==> config.mk <==
export PLATFORM = sky130hd
export DESIGN_NAME = fgb_csr
export DESIGN_NICKNAME = d
export VERILOG_FILES = /design/src/rtl/fgb_pkg.sv /design/src/rtl/fgb_csr.sv
export SDC_FILE = /design/constraint.sdc
export NUM_CORES = 1
export LEC_CHECK = 0
export BUFFER_PORTS_ARGS = -buffer_cell sky130_fd_sc_hd__buf_2
export CAP_MARGIN = 10
export CORE_ASPECT_RATIO = 0.7
export CORE_UTILIZATION = 40
export DETAILED_ROUTE_END_ITERATION = 12
export GPL_TIMING_DRIVEN = 0
export PLACE_DENSITY = 0.7
export SLEW_MARGIN = 20
export SYNTH_ARGS = -nofsm -noshare
export SYNTH_HDL_FRONTEND = slang
export SYNTH_SLANG_ARGS = --single-unit
==> constraint.sdc <==
create_clock -name clock -period 1.15 [get_ports clock]
set_input_delay 0.0575 -clock clock [delete_from_list [all_inputs] [get_ports clock]]
set_output_delay 0.0575 -clock clock [all_outputs]
set_load 0.05 [all_outputs]
==> src/rtl/fgb_pkg.sv <==
`timescale 1ns / 1ps
// ----------------------------------------------------------------------------
// fgb_pkg
// Types and codes shared by the glyph line blitter modules.
// ----------------------------------------------------------------------------
package fgb_pkg;

   localparam logic [2:0] REQ_MAP_WR     = 3'd0;
   localparam logic [2:0] REQ_GLYPH_WR   = 3'd1;
   localparam logic [2:0] REQ_SET_CURSOR = 3'd2;
   localparam logic [2:0] REQ_DRAW       = 3'd3;
   localparam logic [2:0] REQ_BYTE_WR    = 3'd4;
   localparam logic [2:0] REQ_BYTE_RD    = 3'd5;

   localparam logic [2:0] ST_OK      = 3'd0;
   localparam logic [2:0] ST_FULL    = 3'd1;
   localparam logic [2:0] ST_NEG     = 3'd2;
   localparam logic [2:0] ST_HIGH    = 3'd3;
   localparam logic [2:0] ST_EMPTY   = 3'd4;
   localparam logic [2:0] ST_MISSING = 3'd5;
   localparam logic [2:0] ST_BADADDR = 3'd6;

   localparam logic [2:0] CSR_GLYPH_WIDTH  = 3'd0;
   localparam logic [2:0] CSR_GLYPH_HEIGHT = 3'd1;
   localparam logic [2:0] CSR_CODE_COUNT   = 3'd2;
   localparam logic [2:0] CSR_GLYPH_COUNT  = 3'd3;
   localparam logic [2:0] CSR_LINE_BYTES   = 3'd4;

   localparam logic [8:0] MAP_EMPTY = 9'h100;
   localparam int ROW_BYTES = 5;

   typedef struct packed {
      logic [2:0]         req_type;
      logic signed [15:0] char_code;
      logic [7:0]         glyph_index;
      logic               glyph_empty;
      logic [4:0]         row;
      logic [31:0]        row_bits;
      logic [7:0]         byte_column;
      logic [7:0]         byte_data;
      logic [10:0]        cursor_value;
   } fgb_req_item_type;

   typedef struct packed {
      logic [2:0]  status;
      logic [7:0]  read_data;
      logic [10:0] cursor_now;
   } fgb_rsp_item_type;

   typedef struct packed {
      logic [5:0] glyph_width;
      logic [5:0] glyph_height;
      logic [8:0] code_count;
      logic [8:0] glyph_count;
      logic [8:0] line_bytes;
   } fgb_cfg_type;

   typedef enum logic [3:0] {
      S_CLEAR,
      S_IDLE,
      S_EXEC,
      S_READ_WAIT,
      S_MAP_WAIT,
      S_GLYPH_RD,
      S_GLYPH_WAIT,
      S_BAND_RD,
      S_BAND_WAIT
   } fgb_state_type;

endpackage

==> src/rtl/fgb_csr.sv <==
`timescale 1ns / 1ps
// ----------------------------------------------------------------------------
// fgb_csr
// Configuration registers on the APB port, with read back and range caps.
// ----------------------------------------------------------------------------
module fgb_csr import fgb_pkg::*; #(
   parameter int MAX_CODES      = 256,
   parameter int MAX_GLYPHS     = 256,
   parameter int MAX_GLYPH_W    = 32,
   parameter int MAX_GLYPH_H    = 32,
   parameter int MAX_LINE_BYTES = 256
) (
   input  logic        clock,
   input  logic        reset,
   input  logic        psel,
   input  logic        penable,
   input  logic        pwrite,
   input  logic [4:0]  paddr,
   input  logic [31:0] pwdata,
   output logic [31:0] prdata,
   output logic        pready,
   output fgb_cfg_type cfg
);

   localparam int WIDTH_CAP = (MAX_GLYPH_W < 32) ? MAX_GLYPH_W : 32;

   fgb_cfg_type raw_ff;
   fgb_cfg_type raw_in;
   logic        wr_en;

   assign pready = 1'b1;
   assign wr_en  = psel & penable & pwrite;

   always_comb begin
      raw_in = raw_ff;
      if (wr_en) begin
         case (paddr[4:2])
            CSR_GLYPH_WIDTH:  raw_in.glyph_width  = pwdata[5:0];
            CSR_GLYPH_HEIGHT: raw_in.glyph_height = pwdata[5:0];
            CSR_CODE_COUNT:   raw_in.code_count   = pwdata[8:0];
            CSR_GLYPH_COUNT:  raw_in.glyph_count  = pwdata[8:0];
            CSR_LINE_BYTES:   raw_in.line_bytes   = pwdata[8:0];
            default:          raw_in = raw_ff;
         endcase
      end
   end

   always_ff @(posedge clock) begin
      if (reset) begin
         raw_ff.glyph_width  <= 6'd8;
         raw_ff.glyph_height <= 6'd8;
         raw_ff.code_count   <= 9'd0;
         raw_ff.glyph_count  <= 9'd0;
         raw_ff.line_bytes   <= 9'd256;
      end else begin
         raw_ff <= raw_in;
      end
   end

   always_comb begin
      case (paddr[4:2])
         CSR_GLYPH_WIDTH:  prdata = 32'(raw_ff.glyph_width);
         CSR_GLYPH_HEIGHT: prdata = 32'(raw_ff.glyph_height);
         CSR_CODE_COUNT:   prdata = 32'(raw_ff.code_count);
         CSR_GLYPH_COUNT:  prdata = 32'(raw_ff.glyph_count);
         CSR_LINE_BYTES:   prdata = 32'(raw_ff.line_bytes);
         default:          prdata = 32'd0;
      endcase
   end

   always_comb begin
      cfg.glyph_width  = (32'(raw_ff.glyph_width) > WIDTH_CAP) ?
                         6'(WIDTH_CAP) : raw_ff.glyph_width;
      cfg.glyph_height = (32'(raw_ff.glyph_height) > MAX_GLYPH_H) ?
                         6'(MAX_GLYPH_H) : raw_ff.glyph_height;
      cfg.code_count   = (32'(raw_ff.code_count) > MAX_CODES) ?
                         9'(MAX_CODES) : raw_ff.code_count;
      cfg.glyph_count  = (32'(raw_ff.glyph_count) > MAX_GLYPHS) ?
                         9'(MAX_GLYPHS) : raw_ff.glyph_count;
      cfg.line_bytes   = (32'(raw_ff.line_bytes) > MAX_LINE_BYTES) ?
                         9'(MAX_LINE_BYTES) : raw_ff.line_bytes;
   end

endmodule

==> results.md <==
- Clock Path Buffers: 2
- DIE WIDTH: 95.0 µm
- Worst path required time: 1.09 ns
- Yosys cell types: 25
- Post-Place Worst Slack: -0.256 ns
- WL met3: 280 µm
- CP startpoint kind: flip-flop
- CTS sink count: 39
- Final WL: 6700 µm
- Fin crit period: 1.35 ns
- Final Max Slew Viols: 0
- Worst Path Arrival: 1.30 ns
- DRT Pass-1 Iters: 4
- Share of layout cells above drive strength 1: 0.503
- H-tree levels: 2
- Hold Path Class: in -> reg
- Clock skew: 0 ns
- Placed insts: 431
- RSZ-0062 raised after global routing: yes
- Cells after synthesis: 272
- Initial Utilization: 0.419
- CTS tree: yes
- Largest net degree at the start of global routing: 14
- Antenna-violating nets left: 0
- CTS buffer count: 5
- Post-DP HPWL: 4810 µm
- Syn. warnings: 0
- Number of flip-flops in the largest register: 39
- Vias in the first global route: 1927
- Top layer in use: met4
- Failing checks: setup timing
- Via Count: 2129
- Fin area: 0.00362 mm²
- Max-cap violations: 0
- Root Buffer: clkbuf_8
- Top cells by area, synth: dfxtp_1, mux2i_1, nor2b_1
- Total chip power: 3020 µW
- Share of the synthesized area in the top cell type: 0.322
- CP Max Fanout: 2
- # DRC: 0
- Crit path largest cell delay: 0.33 ns
- Min Hold Slack: 0.0554 ns
- Clk slew on worst S/H paths: 0.08 ns
- First-pass GRT wire length: 10100 µm
- CP Buf/Inv Count: 1
- Cell Rows: 23
- Final Hold Vio Count: 0
- Via-to-Cell Ratio: 4.74
- Run status: finished with violations
- Most frequent cells in the layout: mux2i_1, buf_4, nand2b_1, buf_6, buf_2
- Most common cell after layout, fill and taps aside: mux2i_1
- Syn Area/Cell: 8.90 µm²
- Final Non-Filler Cells: 449
- Synth Cell Area: 0.00242 mm²
- Sequential fraction of the synthesis area: 0.322
- Leak: 0.00168 µW
- Post-DP Area: 0.00293 mm²
- Fin nets: 415
- Die Span Y: 67.1 µm
- CP cell instances: mux2_2, a22oi_2, o22ai_2, buf_6
- Critical Path Sink Type: primary output
- GPL Wtd Cong: 0.822
- CP delay by family, top: flip-flops
- Biggest regs: raw_ff: 39 flops
- Port buffer count: 62
- DR iter-0 viols: 130
- Clk_lat worst skew: 0.28 ns
- Fin worst setup slack: -0.204 ns
- Synth area leader: dfxtp_1
- Post-CTS Hold Buffers: 0
- # setup viols final: 14
- Max Freq: 738 MHz
- Core Region: 0.00578 mm²
- Largest Register: raw_ff
- GR Util All Layers: 0.214
- Crit-path slowest cell: dfxtp_2
- Die ar.: 0.00637 mm²
- Yosys reg bits: 39
- Crit share post-route: 1.18
- Routed length on met1: 3430 µm
- WS Path Type: reg -> out
- ANT cells: 0
- Initial antenna violation count: 0
- Wire length per cell: 14.9 µm
- Routed length on met2: 2970 µm
- Area Overhead vs Synth: 49.6%
- IO Count: 114
- Fillers: 488
- Peak VDD IR: 0.000419 V
- Total global routing overflow: 0
- Cell area power density: 833 mW/mm²
==> layer usage <==
| metal | up-vias | GRT usage |
|---|---|---|
| met5 | - | 0 |
| met4 | 0 | 0.0379 |
| met3 | 2 | 0.0422 |
| met2 | 61 | 0.313 |
| met1 | 1005 | 0.321 |
| li1 | 1061 | - |
==> cell families (layout without fill, tap and decap cells) <==
group / after synthesis / after routing / share of synthesized area
AOI/OAI and AO/OA: 42 / 42 / 0.119
buffers and inverters: 48 / 128 / 0.124
other: 2 / 24 / 0.00310
and+or+nand+nor: 100 / 100 / 0.261
DFF: 39 / 39 / 0.322
muxes: 41 / 41 / 0.170
==> worst reg2reg max path: stages, from the launching register on <==
cell     delay, ns
dfxtp_2       0.34
buf_12        0.15
nor2b_1       0.13
o21ai_0       0.11
o21ai_2       0.08
==> cell type report <==
class | instances | area, µm² | share of cell area
sequential | 39 | 818 | 0.226
clock buffer | 8 | 100 | 0.0276
timing repair buffer | 73 | 641 | 0.177
tap | 75 | 93.8 | 0.0259
multi-input combinational | 207 | 1630 | 0.449
buffer | 47 | 343 | 0.0947
==> through the flow <==
step / setup TNS [ns] / util
2_1_floorplan: -2.39 / -
6_report: -1.50 / 0.626
3_3_place_gp: -0.935 / 0.506
5_1_grt: -2.31 / 0.626
3_5_place_dp: -1.02 / 0.506
4_1_cts: -1.03 / 0.584
==> power breakdown <==
| group | total, µW | internal (µW) | switching, µW | leakage (µW) |
|---|---|---|---|---|
| combinational | 629 | 204 | 425 | 0.00131 |
| sequential | 1370 | 1360 | 9.68 | 0.000325 |
| clock | 1020 | 548 | 476 | 0.0000515 |
| total | 3020 | 2110 | 910 | 0.00168 |
==> synthesized netlist by cell type, drive strengths merged <==
cell and n:
o2bb2ai 5, o21a 5, nor2 6, buf 31, mux2i 40, a22oi 5, nand4b 1, conb 2
o22ai 1, and4b 1, mux2 1, dfxtp 39, nand2 1, o21ai 26, and3 2, nand3b 1
nor2b 45, clkbuf 17, nand3 5, nand2b 37, or2 1
==> path summary, 6_finish.rpt <==
kind                            startpoint         end  slack [ns]  depth (start not counted)
worst max-delay path            raw_ff[13]   prdata[4]       -0.20                          4
worst max register to register  raw_ff[26]  raw_ff[26]        0.23                          4
worst min-delay path             pwdata[8]   raw_ff[8]        0.06                          3
worst min register to register  raw_ff[28]  raw_ff[28]        0.49                          2
==> what timing repair did <==
action                     CTS  global route
resized for setup          111            64
cloned                       0             0
pin swaps                    9             1
hold endpoints to repair     0             0
buffers inserted             7             4
setup endpoints to repair   40            36
Power figures use the tool's default switching activity.
